[config.mk]
export PLATFORM = sky130hd
export DESIGN_NAME = set_assoc_cache_tag_lookup_unit
export DESIGN_NICKNAME = d
export VERILOG_FILES = /design/src/hw/rtl/sactl_pkg.sv /design/src/hw/rtl/sactl_tag_ram.sv /design/src/hw/rtl/sactl_region.sv /design/src/hw/rtl/sactl_way_logic.sv /design/src/hw/rtl/set_assoc_cache_tag_lookup_unit.sv
export SDC_FILE = /design/constraint.sdc
export NUM_CORES = 1
export LEC_CHECK = 0
export ABC_AREA = 1
export ABC_CLOCK_PERIOD_IN_PS = 10600
export CELL_PAD_IN_SITES_DETAIL_PLACEMENT = 0
export CELL_PAD_IN_SITES_GLOBAL_PLACEMENT = 1
export CORE_ASPECT_RATIO = 1.5
export CORE_UTILIZATION = 39
export CTS_BUF_LIST = sky130_fd_sc_hd__clkbuf_4 sky130_fd_sc_hd__clkbuf_8
export DETAILED_ROUTE_END_ITERATION = 16
export DONT_BUFFER_PORTS = 1
export PLACE_DENSITY = 0.64
export SYNTH_ARGS = -nofsm -noshare
export SYNTH_HDL_FRONTEND = slang
export SYNTH_SLANG_ARGS = --single-unit
[constraint.sdc]
create_clock -name clk -period 10.6 [get_ports clk]
set_clock_uncertainty 0.1 [all_clocks]
set_input_delay 1.06 -clock clk [delete_from_list [all_inputs] [get_ports clk]]
set_output_delay 1.06 -clock clk [all_outputs]
set_load 0.005 [all_outputs]
[src/hw/rtl/sactl_pkg.sv]
// shared types, sizes and helpers for the set associative tag lookup unit
// no dependencies; imported by sactl_region, sactl_way_logic and the top level
package sactl_pkg;

	localparam int BYTE_OFFSET_BITS = 2;
	localparam int WORD_INDEX_BITS  = 2;
	localparam int SET_INDEX_BITS   = 2;
	localparam int WAYS             = 2;

	localparam int ADDR_W    = 32;
	localparam int CNT_W     = 64;
	localparam int WAY_OUT_W = 3;
	localparam int LOW_BITS  = BYTE_OFFSET_BITS + WORD_INDEX_BITS;
	localparam int TAG_SHIFT = LOW_BITS + SET_INDEX_BITS;
	localparam int TAG_W     = ADDR_W - TAG_SHIFT;
	localparam int SETS      = 1 << SET_INDEX_BITS;
	localparam int SET_AW    = (SET_INDEX_BITS > 0) ? SET_INDEX_BITS : 1;
	localparam int WAY_AW    = (WAYS > 1) ? $clog2(WAYS) : 1;
	localparam int ROW_W     = WAYS * TAG_W;

	localparam int CFG_IDX_W  = 2;
	localparam int CFG_DATA_W = 32;

	// result word: six flag/way bits below three totals
	localparam int OUT_BITS    = 3 + WAY_OUT_W + 3 * CNT_W;
	localparam int OUT_TDATA_W = ((OUT_BITS + 7) / 8) * 8;
	localparam int OUT_PAD     = OUT_TDATA_W - OUT_BITS;

	localparam logic [CFG_DATA_W-1:0] WINDOW_BASE_RST  = 32'h3000_0000;
	localparam logic [CFG_DATA_W-1:0] WINDOW_SIZE_RST  = 32'h0100_0000;
	localparam logic [CFG_DATA_W-1:0] MEMORY_FLOOR_RST = 32'h8000_0000;

	typedef logic [ADDR_W-1:0] addr_t;
	typedef logic [TAG_W-1:0]  tag_t;
	typedef logic [SET_AW-1:0] set_idx_t;
	typedef logic [WAY_AW-1:0] way_idx_t;
	typedef logic [WAYS-1:0]   way_vec_t;
	typedef logic [ROW_W-1:0]  tag_row_t;
	typedef logic [CNT_W-1:0]  cnt_t;

	typedef enum logic [CFG_IDX_W-1:0] {
		REG_WINDOW_BASE  = 2'd0,
		REG_WINDOW_SIZE  = 2'd1,
		REG_MEMORY_FLOOR = 2'd2
	} cfg_reg_t;

	typedef struct packed {
		logic                  valid;
		logic [CFG_IDX_W-1:0]  index;
		logic [CFG_DATA_W-1:0] data;
	} cfg_wr_t;

	typedef struct packed {
		cnt_t                 writebacks_total;
		cnt_t                 misses_total;
		cnt_t                 hits_total;
		logic                 writeback;
		logic [WAY_OUT_W-1:0] way;
		logic                 hit;
		logic                 cachable;
	} lookup_res_t;

	function automatic set_idx_t set_of(addr_t addr);
		return set_idx_t'((addr >> LOW_BITS) & ADDR_W'(SETS - 1));
	endfunction

	function automatic tag_t tag_of(addr_t addr);
		return tag_t'(addr >> TAG_SHIFT);
	endfunction

endpackage

[src/hw/rtl/sactl_tag_ram.sv]
// generic simple dual port synchronous ram with a registered read
// no dependencies; holds one row of tags per set
module sactl_tag_ram #(
	parameter int WIDTH = 8,
	parameter int DEPTH = 4,
	parameter int AW    = 2
) (
	input  logic             clk,
	input  logic             rd_en,
	input  logic [AW-1:0]    rd_addr,
	output logic [WIDTH-1:0] rd_data,
	input  logic             wr_en,
	input  logic [AW-1:0]    wr_addr,
	input  logic [WIDTH-1:0] wr_data
);

	logic [WIDTH-1:0] mem [DEPTH];

	always_ff @(posedge clk) begin
		if (wr_en) begin
			mem[wr_addr] <= wr_data;
		end
	end

	// read before write on a shared address; the caller forwards
	always_ff @(posedge clk) begin
		if (rd_en) begin
			rd_data <= mem[rd_addr];
		end
	end

endmodule

[src/hw/rtl/sactl_region.sv]
// region configuration registers and the cachable address check
// depends on sactl_pkg
module sactl_region
	import sactl_pkg::*;
(
	input  logic    clk,
	input  logic    arst_n,
	input  cfg_wr_t cfg,
	input  addr_t   addr,
	output logic    cachable
);

	logic [CFG_DATA_W-1:0] window_base_q;
	logic [CFG_DATA_W-1:0] window_size_q;
	logic [CFG_DATA_W-1:0] memory_floor_q;
	logic [ADDR_W:0]       window_end;
	logic                  in_window;

	always_ff @(posedge clk or negedge arst_n) begin
		if (!arst_n) begin
			window_base_q  <= WINDOW_BASE_RST;
			window_size_q  <= WINDOW_SIZE_RST;
			memory_floor_q <= MEMORY_FLOOR_RST;
		end else if (cfg.valid) begin
			unique case (cfg_reg_t'(cfg.index))
				REG_WINDOW_BASE:  window_base_q  <= cfg.data;
				REG_WINDOW_SIZE:  window_size_q  <= cfg.data;
				REG_MEMORY_FLOOR: memory_floor_q <= cfg.data;
				default: ;
			endcase
		end
	end

	// window end kept at 33 bits so it never wraps
	always_comb begin
		window_end = {1'b0, window_base_q} + {1'b0, window_size_q};
		in_window  = (addr >= window_base_q) && ({1'b0, addr} < window_end);
		cachable   = in_window || (addr >= memory_floor_q);
	end

endmodule

[src/hw/rtl/sactl_way_logic.sv]
// tag compare, nru victim choice, per set state bits and running totals
// depends on sactl_pkg; tag rows come from sactl_tag_ram
module sactl_way_logic
	import sactl_pkg::*;
(
	input  logic        clk,
	input  logic        arst_n,
	input  logic        commit,
	input  logic        cach,
	input  logic        wr,
	input  set_idx_t    set,
	input  tag_t        tag,
	input  tag_row_t    row,
	output lookup_res_t res,
	output logic        tag_we,
	output tag_row_t    tag_wrow
);

	way_vec_t valid_q [SETS];
	way_vec_t used_q  [SETS];
	way_vec_t dirty_q [SETS];
	cnt_t     hit_cnt_q;
	cnt_t     miss_cnt_q;
	cnt_t     wb_cnt_q;

	way_vec_t vld, usd, drt, match;
	way_vec_t sel_oh, valid_nx, used_nx, dirty_nx;
	way_idx_t hit_way, victim, sel;
	logic     hit, wb;
	cnt_t     hits_nx, misses_nx, wbs_nx;

	always_comb begin
		vld     = valid_q[set];
		usd     = used_q[set];
		drt     = dirty_q[set];
		match   = '0;
		hit_way = '0;
		victim  = '0;
		for (int w = 0; w < WAYS; w++) begin
			match[w] = vld[w] && (row[w*TAG_W +: TAG_W] == tag);
			// highest way with a clear used bit wins
			if (!usd[w]) begin
				victim = WAY_AW'(w);
			end
		end
		for (int w = WAYS - 1; w >= 0; w--) begin
			if (match[w]) begin
				hit_way = WAY_AW'(w);
			end
		end
		hit    = |match;
		sel    = hit ? hit_way : victim;
		sel_oh = way_vec_t'(1) << sel;
		wb     = !hit && drt[sel];

		valid_nx = vld | sel_oh;
		used_nx  = usd | sel_oh;
		if (&used_nx) begin
			used_nx = sel_oh;
		end
		dirty_nx      = drt;
		dirty_nx[sel] = hit ? (drt[sel] | wr) : wr;

		tag_wrow                     = row;
		tag_wrow[sel*TAG_W +: TAG_W] = tag;
		tag_we                       = commit && cach && !hit;

		hits_nx   = hit_cnt_q + CNT_W'(cach && hit);
		misses_nx = miss_cnt_q + CNT_W'(cach && !hit);
		wbs_nx    = wb_cnt_q + CNT_W'(cach && wb);

		res.cachable         = cach;
		res.hit              = cach && hit;
		res.way              = cach ? WAY_OUT_W'(sel) : '0;
		res.writeback        = cach && wb;
		res.hits_total       = hits_nx;
		res.misses_total     = misses_nx;
		res.writebacks_total = wbs_nx;
	end

	always_ff @(posedge clk or negedge arst_n) begin
		if (!arst_n) begin
			for (int s = 0; s < SETS; s++) begin
				valid_q[s] <= '0;
				used_q[s]  <= '0;
				dirty_q[s] <= '0;
			end
			hit_cnt_q  <= '0;
			miss_cnt_q <= '0;
			wb_cnt_q   <= '0;
		end else if (commit) begin
			hit_cnt_q  <= hits_nx;
			miss_cnt_q <= misses_nx;
			wb_cnt_q   <= wbs_nx;
			if (cach) begin
				valid_q[set] <= valid_nx;
				used_q[set]  <= used_nx;
				dirty_q[set] <= dirty_nx;
			end
		end
	end

	a_one_outcome: assert property (@(posedge clk) disable iff (!arst_n)
		commit && cach |=> (hit_cnt_q + miss_cnt_q) == $past(hit_cnt_q + miss_cnt_q) + 1)
		else $error("cachable access must count exactly one hit or miss");

	a_way_valid: assert property (@(posedge clk) disable iff (!arst_n)
		commit && cach |=> valid_q[$past(set)][$past(sel)])
		else $error("accessed way not valid after update");

	a_used_not_full: assert property (@(posedge clk) disable iff (!arst_n)
		commit && cach && (WAYS > 1) |=> !(&used_q[$past(set)]))
		else $error("used bits of a set left all set");

endmodule

[src/hw/rtl/set_assoc_cache_tag_lookup_unit.sv]
// top level of the set associative tag lookup unit with nru replacement
// depends on sactl_pkg, sactl_region, sactl_tag_ram and sactl_way_logic
//
// usage:
//   s_axis: one word per memory access, address in tdata, store flag in tuser.
//   m_axis: one word per access with cachable, hit, way, writeback and the
//     running hit, miss and writeback totals after that access.
//   cfg: writes window base (0), window size (1) and memory floor (2); other
//     indexes are dropped. cfg_ready is always high; write only while idle.
// path: an access is held in the lookup stage, then its result is registered.
// throughput: one access per cycle while m_axis keeps up. The tag ram is read
//   when an access is taken and written on a cachable miss as its result is
//   registered; the next access to that set gets the written row forwarded.
// reset: valid, used and dirty bits, totals and both word slots clear at once,
//   region registers return to their defaults; no clearing pass is needed.
// stall: a result waits in the output register; one more access is taken and
//   held in the lookup stage, then s_axis_tready drops until m_axis_tready.
module set_assoc_cache_tag_lookup_unit
	import sactl_pkg::*;
(
	input  logic                   clk,
	input  logic                   arst_n,
	input  logic                   s_axis_tvalid,
	output logic                   s_axis_tready,
	input  logic [ADDR_W-1:0]      s_axis_tdata,   // address
	input  logic                   s_axis_tuser,   // store flag
	output logic                   m_axis_tvalid,
	input  logic                   m_axis_tready,
	// cachable, hit, way[2:0], writeback, hits_total[63:0], misses_total[63:0],
	// writebacks_total[63:0], zero fill
	output logic [OUT_TDATA_W-1:0] m_axis_tdata,
	input  logic                   cfg_valid,
	output logic                   cfg_ready,
	input  logic [CFG_IDX_W-1:0]   cfg_index,
	input  logic [CFG_DATA_W-1:0]  cfg_data
);

	cfg_wr_t     cfg;
	logic        in_cach;
	logic        accept;
	logic        out_free;
	logic        commit;
	set_idx_t    in_set;

	logic        s1_valid_q;
	logic        cach_s1;
	logic        wr_s1;
	set_idx_t    set_s1;
	tag_t        tag_s1;
	logic        fwd_s1;
	tag_row_t    fwd_row_s1;

	tag_row_t    rd_row;
	tag_row_t    row_s1;
	tag_row_t    tag_wrow;
	logic        tag_we;
	lookup_res_t res;

	logic        m_valid_q;
	lookup_res_t m_res_q;

	assign cfg_ready = 1'b1;
	assign cfg.valid = cfg_valid;
	assign cfg.index = cfg_index;
	assign cfg.data  = cfg_data;

	assign out_free      = !m_valid_q || m_axis_tready;
	assign commit        = s1_valid_q && out_free;
	assign s_axis_tready = !s1_valid_q || commit;
	assign accept        = s_axis_tvalid && s_axis_tready;
	assign in_set        = set_of(s_axis_tdata);
	assign row_s1        = fwd_s1 ? fwd_row_s1 : rd_row;

	sactl_region u_region (
		.clk      (clk),
		.arst_n   (arst_n),
		.cfg      (cfg),
		.addr     (s_axis_tdata),
		.cachable (in_cach)
	);

	sactl_tag_ram #(
		.WIDTH (ROW_W),
		.DEPTH (SETS),
		.AW    (SET_AW)
	) u_tag_ram (
		.clk     (clk),
		.rd_en   (accept),
		.rd_addr (in_set),
		.rd_data (rd_row),
		.wr_en   (tag_we),
		.wr_addr (set_s1),
		.wr_data (tag_wrow)
	);

	sactl_way_logic u_way_logic (
		.clk      (clk),
		.arst_n   (arst_n),
		.commit   (commit),
		.cach     (cach_s1),
		.wr       (wr_s1),
		.set      (set_s1),
		.tag      (tag_s1),
		.row      (row_s1),
		.res      (res),
		.tag_we   (tag_we),
		.tag_wrow (tag_wrow)
	);

	always_ff @(posedge clk or negedge arst_n) begin
		if (!arst_n) begin
			s1_valid_q <= 1'b0;
			fwd_s1     <= 1'b0;
		end else begin
			if (accept) begin
				s1_valid_q <= 1'b1;
				// ram returns the old row when the same set is written this edge
				fwd_s1     <= tag_we && (set_s1 == in_set);
			end else if (commit) begin
				s1_valid_q <= 1'b0;
				fwd_s1     <= 1'b0;
			end
		end
	end

	always_ff @(posedge clk) begin
		if (accept) begin
			cach_s1    <= in_cach;
			wr_s1      <= s_axis_tuser;
			set_s1     <= in_set;
			tag_s1     <= tag_of(s_axis_tdata);
			fwd_row_s1 <= tag_wrow;
		end
	end

	always_ff @(posedge clk or negedge arst_n) begin
		if (!arst_n) begin
			m_valid_q <= 1'b0;
		end else if (out_free) begin
			m_valid_q <= s1_valid_q;
		end
	end

	always_ff @(posedge clk) begin
		if (commit) begin
			m_res_q <= res;
		end
	end

	assign m_axis_tvalid = m_valid_q;
	assign m_axis_tdata  = {{OUT_PAD{1'b0}}, m_res_q};

	a_fwd_needs_item: assert property (@(posedge clk) disable iff (!arst_n)
		fwd_s1 |-> s1_valid_q)
		else $error("forwarded row without an access in the lookup stage");

endmodule

### Word level (Yosys, flattened, before mapping)

Memories as Yosys holds them, arrays and structs flattened. A register that Yosys moved wholly into a read port is not among the register bits.
Cells that the tools add are included.

* $lt $le $gt $ge: 7
* reduce and logical (&&, ||, !) cells: 28
* $mul: 1
* bitwise gates (word level): 4
* mux-type cells: 32
* shift-type cells: 3
* equality and inequality tests: 5
* add/sub/neg operators: 5

Operator list (number)
* $add A64 B1 Y64: 3
* $ge A32 B32 Y1: 2
* $bwmux W52: 1
* $eq A26 B26 Y1: 2
* $mux W52: 1
* $shift A26 B34 Y52 const A: 1
* $shiftx A26 B34 Y52: 1
* $neg A6 Y34: 1
* $add A32 B32 Y33: 1
* $lt A32 B33 Y1: 1
* $bwmux W8: 3
* $mux W2: 8
* $logic_and A1 B1 Y1: 14
* $mux W1: 13
* $bmux W2 S2: 3
* $reduce_and A2 Y1: 5
* $mul A1 B4 Y5 const B: 1
* $demux W2 S2: 1
* $or A2 B2 Y2: 2
* $ge A3 B3 Y1 const B: 1
* $logic_not A1 Y1: 3
* $logic_or A1 B1 Y1: 3
* $lt A3 B1 Y1 const B: 1
* $not A2 Y3: 1
* 12 further kinds: 12

* register bits: 595
* output and inout port bits: 203
* memories: 1
* input port bits: 72
* RAM bits: 208
* logic and storage cells: 120

Memories
* u_tag_ram.mem: depth 4, width 52, read ports 1, clocked after Yosys merged registers in 1, write ports 1, RTL line sactl_tag_ram.sv:17 `logic [WIDTH-1:0] mem [DEPTH];`

### Depth between registers and ports, before layout

Gate-level depths: netlist of the first run.

* depth in word-level cells: 14
* gate-level depth with buffers: 32
* gate-level depth less buffers: 30

### Hierarchy

From an unflattened synthesis of the first run, not the netlist that was laid out.

* cell total of the unflattened synthesis: 4568
* area, all modules: 43037.5 um^2

By module, submodules not included
* sactl_way_logic: cells each 2272, area each 15376.0 um^2, seq. area each 5305.1 um^2, times used 1
* sactl_tag_ram: cells each 875, area each 10339.9 um^2, seq. area each 7807.5 um^2, times used 1
* set_assoc_cache_tag_lookup_unit: cells each 370, area each 9487.8 um^2, seq. area each 8483.1 um^2, times used 1
* sactl_region: cells each 1051, area each 7833.8 um^2, seq. area each 2407.3 um^2, times used 1

### Worst setup path before layout of the first run

OpenSTA, ideal clock, no wires.

* path kind: input to register
* start point: input port m_axis_tready
* end point: register m_res_q, in the netlist m_axis_tdata[0] (enable)
* arrival: 7.133 ns
* required time: 9.863 ns
* path slack: 2.730 ns
* path buffers: 2
* library setup time: 0.637 ns
* cell stages on the path: 6
* cells stage by stage: inv_1 > nand2_1 > nand2_1 > inv_1 > clkbuf_1 > clkbuf_1

* longest elaborated chain between the ends: 2

Ends and longest elaborated chain
* start: declaration: RTL line set_assoc_cache_tag_lookup_unit.sv:28 `input logic m_axis_tready,`
* $logic_or A1 B1 Y1: RTL line set_assoc_cache_tag_lookup_unit.sv:67 `assign out_free = !m_valid_q || m_axis_tready;`
* $logic_and A1 B1 Y1: RTL line set_assoc_cache_tag_lookup_unit.sv:68 `assign commit = s1_valid_q && out_free;`
* via commit: RTL line set_assoc_cache_tag_lookup_unit.sv:42 `logic commit;`
* end signal: assignment: RTL line set_assoc_cache_tag_lookup_unit.sv:146 `m_res_q <= res;`
* end: declaration: RTL line set_assoc_cache_tag_lookup_unit.sv:60 `lookup_res_t m_res_q;`

The timed path passes the listed nets, and every way through them passes these cells.
A chain may end at the register's enable or synchronous reset.

==> results.md, run 1 <==
* Status: completed
* Slew Limit Fails at 0
* Net switching power at 3.13 mW
* Sw Share at 32.7%
* Combinational share of power at 20.2%
* WP data required at 11.15 ns
* # DRC at 0
* I/O Buffers at 0
* Gpl congestion at 0.888
* Fin cells at 5735
* Worst-path maximum fanout at 48
* Post-Route Setup TNS at 0 ns
* Routed vias/inst at 5.04
* Vias in the first global route at 29400
* Ys async rst share at 36.6%
* Max Cap Viol at 0
* Critical Path Start Type: flip-flop
* Post-CTS repair timing setup buffer count at 0
* CTS tree: done
* Clock Sinks at 849
* Pwr per Cell Area at 213 nW/um^2
* Final non-filler cell area at 44900 sq um
* Leakage at 18.3 nW
* Rel. slew slack at 24.2%
* Cell taking the most area after synthesis: edfxtp_1
* Remaining Overflow, GRT at 0
* Initial Util at 39.5%
* Clock slew at reported path FFs at 0.06 ns
* Max incr delay on CP at 0.64 ns
* Worst VDD drop at 133 uV
* Worst slew pin tran at 1.13 ns
* Top delay family on crit path: simple AND/OR/NAND/NOR gates
* Yosys reg bits at 849
* Unrepaired setup endpoints after global routing: false
* CTS Buf Count at 137
* Layout cells sized above 1 at 6.90%
* # H-tree levels at 4
* Die Ht at 398 um
* Final Hold Fails at 0
* Pin count of the biggest net entering global routing at 309
* Seq pwr share at 49.6%
* Worst skew pair latency at 0.83 ns
* Die ar. at 106000 sq um
* DRT iter0 DRCs at 1885
* Avg Cell Area, Syn at 9.71 sq um
* Initial antenna violation count at 8
* Post-synth EDFFs at 538
* Pre-Repair DR Iteration Count at 5
* Kind of end point of the critical path: flip-flop
* Chip width at 266 um
* Hold Crit Class: primary input to async pin
* Total track usage at 21.9%
* Row count at 144
* Post-DP HPWL at 78800 um
* Number of routed nets with antenna violations at 0
* Total Nets Final at 4440
* Yosys top cell area share at 39.7%
* Critical path type: flip-flop to flip-flop
* Clock Tree Buf Depth at 3
* Clock power frac at 30.2%
* Setup Viol. Count Final at 0
* Cell count after synthesis at 4195
* Synth warnings at 0
* Main flop type after synthesis: edfxtp_1
* WHS at 0.110 ns
* Fmax at 180 MHz
* P_int at 6.44 mW
* CP dominant cell by count: nand2_1
* Synth Cell Area at 40700 sq um
* Vias at 28900
* Worst path arrival time at 6.12 ns
* CP Buf/Inv Count at 2
* # placed instances at 5479
* First-pass GRT wire length at 175000 um
* Post-Route WL at 114000 um
* Final period demand of the worst path at 5.56 ns
* Sequential area share after synthesis at 58.8%
* CP max stage cell: inv_2
* Synth top area cells: edfxtp_1 40%, dfrtp_1 19%, nand2_1 9.6%, o21ai_0 5.3%, xor2_1 4.5%
* Tcrit/Tclk final at 52.5%
* Cell Area, Placed at 42100 sq um
* Drt wl/cell at 20.0 um
* Root Buffer: clkbuf_8
* IO Count at 275
* Area of the core at 103000 sq um
* Area grow syn2layout at 10.3%
* Synth unique cells at 55
-- power groups by stage --
stage / Combinational (mW) / Sequential [mW] / Clock [mW]
final: 1.93 / 4.74 / 2.89
after global routing: 2.21 / 4.81 / 3.12
after CTS: 1.96 / 4.75 / 2.99
after detailed placement: 1.91 / 4.80 / 0
after global placement: 1.90 / 4.81 / 0
after floorplan: 1.38 / 4.66 / 0
-- per-layer routing --
metal  GRT usage [%]  vias up  part of all wire (%)
met1            25.1    13900                    40
met5               0        -                 0.055
met2            39.2      602                    52
met4            6.44       10                   2.5
li1                -    14200                     -
met3            6.18      186                   6.0
-- layout by cell type (no fill, tap or decap), types with 6 or more instances in the layout --
master,count
nand2_1,1043
edfxtp_1,538
inv_1,440
o21ai_0,430
nor2_1,330
dfrtp_1,306
xor2_1,208
clkbuf_8,143
ha_1,133
nor3_1,124
nand3_1,113
a21oi_1,83
nand4_1,71
o22ai_1,56
clkbuf_4,50
nor4_1,31
clkinv_1,22
xnor2_1,21
clkinv_2,21
buf_4,17
o21ai_1,14
o211ai_1,12
nor2_2,12
o21bai_1,11
nor3b_1,7
inv_2,6
a21o_1,6
-- state kept, by name, indices dropped and copies added (netlist names) --
register,cells
cach_s1,1
fwd_s1,1
u_way_logic.hit_cnt_q,64
u_way_logic.valid_q,8
u_way_logic.used_q,4
u_tag_ram.rd_data,52
u_region.window_size_q,32
u_tag_ram.mem,208
m_axis_tvalid,1
tag_s1,26
u_way_logic.dirty_q,8
u_region.memory_floor_q,32
s1_valid_q,1
set_s1,2
m_axis_tdata,196
u_way_logic.wb_cnt_q,64
u_region.window_base_q,32
u_way_logic.miss_cnt_q,64
wr_s1,1
fwd_row_s1,52
-- per-stage QoR --
stage	total power [mW]	utilization, %	setup WS, ns
floorplan	6.05	-	2.73
global placement	6.71	40.8	4.95
detailed placement	6.71	40.8	4.98
CTS	9.70	43.6	4.96
global route	10.1	43.6	4.47
finish	9.57	43.6	5.04
-- final cells by class --
| type | instances | area (sq um) |
|---|---|---|
| fill | 10200 | 58100 |
| sequential | 849 | 23900 |
| multi-input combinational | 2777 | 14600 |
| clock buffer | 193 | 2340 |
| tap | 1387 | 1740 |
| inverter | 449 | 1700 |
| clock inverter | 58 | 418 |
| timing repair buffer | 20 | 193 |
| antenna | 2 | 5.00 |
-- worst reg2reg max path: cells and delay by family, from the launching register on --
family / cells / cell delay (ns)
AO/OA/AOI/OAI: 1 / 0.10
buffers and inverters: 2 / 0.70
XOR/XNOR: 1 / 0.19
flip-flops: 1 / 0.40
adder cells (fa/ha/maj): 1 / 0.28
AND/OR/NAND/NOR: 22 / 3.62
-- cell usage after synthesis, types with 4 or more instances --
cell type and count:
o22ai_1 56, nor4_1 31, o211ai_1 12, o21a_1 5, a21o_1 6, o21ai_1 14
nand4_1 71, inv_1 444, o21bai_1 11, edfxtp_1 538, dfrtp_1 307, nor2_1 334
nor3_1 124, dfstp_2 4, nand2_1 1046, clkbuf_1 91, nand3_1 114, nand3_2 4
xnor2_1 21, a31oi_1 4, a21oi_1 83, a221oi_1 4, buf_2 10, nor3_2 4
xor2_1 208, o21ai_0 430, ha_1 133, nor2_2 12, buf_4 7, buf_6 7
and3_1 4, inv_2 5, a211oi_1 5, nor3b_1 7, buf_1 8
-- cell families (layout without fill, tap and decap cells) --
| group | Yosys count | after routing | synth area share [%] |
|---|---|---|---|
| xor gates and xnor gates | 229 | 229 | 4.93 |
| buffers and inverters | 572 | 720 | 5.50 |
| AOI/OAI and AO/OA | 643 | 643 | 8.47 |
| adders and majority gates | 134 | 134 | 4.14 |
| and+or+nand+nor | 1766 | 1766 | 18.2 |
| DFF | 849 | 849 | 58.8 |
| other | 2 | 7 | 0.0184 |
-- worst paths after layout --
kind,from,depth (start not counted),slack (ns),endpoint
max reg2reg,fwd_s1,27,5.04,u_way_logic.wb_cnt_q[61]
min,arst_n,1,0.11,u_region.memory_floor_q[10]
min in group clk,s_axis_tdata[18],0,0.23,tag_s1[12]
min reg2reg,u_region.memory_floor_q[10],2,0.38,u_region.memory_floor_q[10]
max,fwd_s1,27,5.04,u_way_logic.wb_cnt_q[61]
max in group asynchronous,arst_n,2,8.73,u_way_logic.wb_cnt_q[52]
-- what timing repair did --
item / CTS / global route
endpoints found under the hold margin: 308 / 0
hold buffers: 2 / 0
resized for setup: 0 / 0
Power figures use the tool's default switching activity.
==> inputs of run 2 (changes only) <==
ABC_CLOCK_PERIOD_IN_PS = 5100   (was 10600)
PLACE_DENSITY = 0.66   (was 0.64)
clock period = 5.1 ns   (was 10.6 ns; I/O delays follow)
==> results.md, run 2 (synthesis results as in run 1) <==
* Status: finished, violations left (was completed)
* Violated checks: negative hold slack
* Number of routed nets with antenna violations at 0 (unchanged)
* WP data required at 5.67 ns (was 11.15 ns)
* FF-to-FF Start: fwd_s1 (unchanged)
* CTS tree: done (unchanged)
* DRT iter0 DRCs at 1773 (was 1885)
* Chip width at 266 um (unchanged)
* Worst-path maximum fanout at 35 (was 48)
* Die Ht at 398 um (unchanged)
* Die ar. at 106000 sq um (unchanged)
* Area of the core at 103000 sq um (unchanged)
* Worst R2R Setup Slack at 0.46 ns (was 5.04 ns)
* Total track usage at 22.1% (was 21.9%)
* Register area at 23900 sq um (unchanged)
* Routed vias/inst at 5.02 (was 5.04)
* Clock Sinks at 849 (unchanged)
* WHS at -0.702 ns (was 0.110 ns)
* Worst VDD drop at 243 uV (was 133 uV)
* Layout cells sized above 1 at 7.18% (was 6.90%)
* P_int at 13.7 mW (was 6.44 mW)
* Sw Share at 32.4% (was 32.7%)
* Kind of end point of the critical path: flip-flop (unchanged)
* Vias at 29200 (was 28900)
* Unrepaired setup endpoints after global routing: false (unchanged)
* First-pass GRT wire length at 178000 um (was 175000 um)
* Post-route setup slack at 0.461 ns (was 5.04 ns)
* Fin cells at 5814 (was 5735)
* Seq pwr share at 48.6% (was 49.6%)
* Root Buffer: clkbuf_8 (unchanged)
* Tcrit/Tclk final at 91.0% (was 52.5%)
* Largest Register: u_tag_ram.mem (unchanged)
* Final period demand of the worst path at 4.64 ns (was 5.56 ns)
* Clock Tree Buf Depth at 3 (unchanged)
* Rel. slew slack at 12.7% (was 24.2%)
* Remaining Overflow, GRT at 0 (unchanged)
* Worst skew pair latency at 0.85 ns (was 0.83 ns)
* Gpl congestion at 0.894 (was 0.888)
* Initial antenna violation count at 7 (was 8)
* Initial Util at 39.5% (unchanged)
* Leakage at 18.7 nW (was 18.3 nW)
* Fmax at 216 MHz (was 180 MHz)
* Post-Route WL at 116000 um (was 114000 um)
* # placed instances at 5499 (was 5479)
* Post-DP HPWL at 80000 um (was 78800 um)
* Drt wl/cell at 19.9 um (was 20.0 um)
* Max Cap Viol at 0 (unchanged)
* Hold Crit Class: primary input to async pin (unchanged)
* Clock power frac at 31.3% (was 30.2%)
* Pre-Repair DR Iteration Count at 7 (was 5)
* # H-tree levels at 4 (unchanged)
* End of the critical path: u_way_logic.miss_cnt_q[62] (was u_way_logic.wb_cnt_q[61])
* Total Nets Final at 4521 (was 4440)
* Post-CTS repair timing setup buffer count at 0 (unchanged)
* Critical path type: flip-flop to flip-flop (unchanged)
* Final core utilization at 44.5% (was 43.6%)
* R2R depth at 29 (was 27)
* Worst slew pin tran at 1.31 ns (was 1.13 ns)
* Post-Route Setup TNS at 0 ns (unchanged)
* Clock slew at reported path FFs at 0.07 ns (was 0.06 ns)
* Slew Limit Fails at 0 (unchanged)
* I/O Buffers at 0 (unchanged)
* Pwr per Cell Area at 442 nW/um^2 (was 213 nW/um^2)
* Area grow syn2layout at 12.8% (was 10.3%)
* Critical Path Source: fwd_s1 (unchanged)
* Commonest non-fill, non-tap cell in the layout: nand2_1 (unchanged)
* IO Count at 275 (unchanged)
* Critical Path Start Type: flip-flop (unchanged)
* Combinational share of power at 20.0% (was 20.2%)
* Most frequent cells in the layout: 1043 x nand2_1, 538 x edfxtp_1, 441 x inv_1, 430 x o21ai_0, 330 x nor2_1 (was 1043 x nand2_1, 538 x edfxtp_1, 440 x inv_1, 430 x o21ai_0, 330 x nor2_1)
* Worst reg2reg path endpoint: u_way_logic.miss_cnt_q[62] (was u_way_logic.wb_cnt_q[61])
* Setup WS pre-CTS at 0.419 ns (was 4.98 ns)
* Multi-input gate area at 14600 sq um (unchanged)
* CP max stage cell: dfrtp_2 (was inv_2)
* Hold Buf Count CTS at 65 (was 2)
* CTS resizes at 0 (unchanged)
* Worst path arrival time at 5.21 ns (was 6.12 ns)
* Pin count of the biggest net entering global routing at 312 (was 309)
* # DRC at 0 (unchanged)
* Max FFs per register at 208 (unchanged)
* Net switching power at 6.59 mW (was 3.13 mW)
* CTS Buf Count at 136 (was 137)
* Setup Viol. Count Final at 0 (unchanged)
* Vias in the first global route at 29600 (was 29400)
* CP dominant cell by count: nand2_1 (unchanged)
* Layout fillers at 10100 (was 10200)
* Row count at 144 (unchanged)
* Final Hold Fails at 311 (was 0)
* Max incr delay on CP at 0.43 ns (was 0.64 ns)
## run 2: cell types whose count changed in the layout (fill, tap and decap cells not counted), sizes merged
| cell | before | now |
|---|---|---|
| bufinv | 4 | 11 |
| dlygate4sd3 | 1 | 63 |
| diode | 2 | 1 |
| clkbuf | 193 | 179 |
| clkinv | 43 | 48 |
| buf | 19 | 39 |
## run 2: worst min path at each step
stage | start | end | slack [ns] | cells past startpoint
6_report | arst_n | u_region.window_base_q[11] | -0.70 | 0
5_1_grt | arst_n | u_region.memory_floor_q[9] | -0.79 | 0
4_1_cts | arst_n | u_region.window_base_q[11] | -0.81 | 0
3_5_place_dp | arst_n | u_region.memory_floor_q[9] | 0.14 | 0
3_3_place_gp | arst_n | u_region.memory_floor_q[7] | 0.14 | 0
2_1_floorplan | arst_n | fwd_s1 | 0.11 | 0
## run 2: per-stage QoR
stage | power, mW | area, sq um
3_5_place_dp | 14.0 | 42300
2_1_floorplan | 12.5 | 40700
5_1_grt | 21.5 | 45900
3_3_place_gp | 14.0 | 42300
4_1_cts | 20.5 | 45900
6_report | 20.3 | 45900
## run 2: area by class of cell
cell class | count | share of cell area [%]
clock buffers | 179 | 4.90
flip-flops and latches | 849 | 52.2
clock inverters | 70 | 1.45
inverters | 449 | 3.70
well taps | 1387 | 3.78
diodes | 1 | 0.00545
multi-input cells | 2777 | 31.8
repair buffers | 102 | 2.23
## run 2: power groups by stage
stage	registers, mW	logic, mW	clock network [mW]
after floorplan	9.67	2.88	0
after global routing	10.0	4.64	6.82
after detailed placement	9.99	4.00	0
after global placement	10.0	3.97	0
final	9.88	4.07	6.36
after CTS	9.89	4.11	6.55
## run 2: worst max-delay path, delay by kind of cell, from the launching register on
kind | cells | cell delay [ns]
compound gates | 1 | 0.09
xor+xnor | 1 | 0.17
fa+ha+maj | 2 | 0.51
buf+inv | 4 | 0.51
flops | 1 | 0.43
simple gates | 21 | 2.61
## run 2: routing by layer
| metal | routed length [um] | global-route usage [%] | vias up |
|---|---|---|---|
| li1 | - | - | 14400 |
| met1 | 47100 | 26.2 | 14000 |
| met2 | 58500 | 38.7 | 638 |
| met3 | 7020 | 6.19 | 167 |
| met4 | 3090 | 6.89 | 2 |
| met5 | 13 | 0 | - |
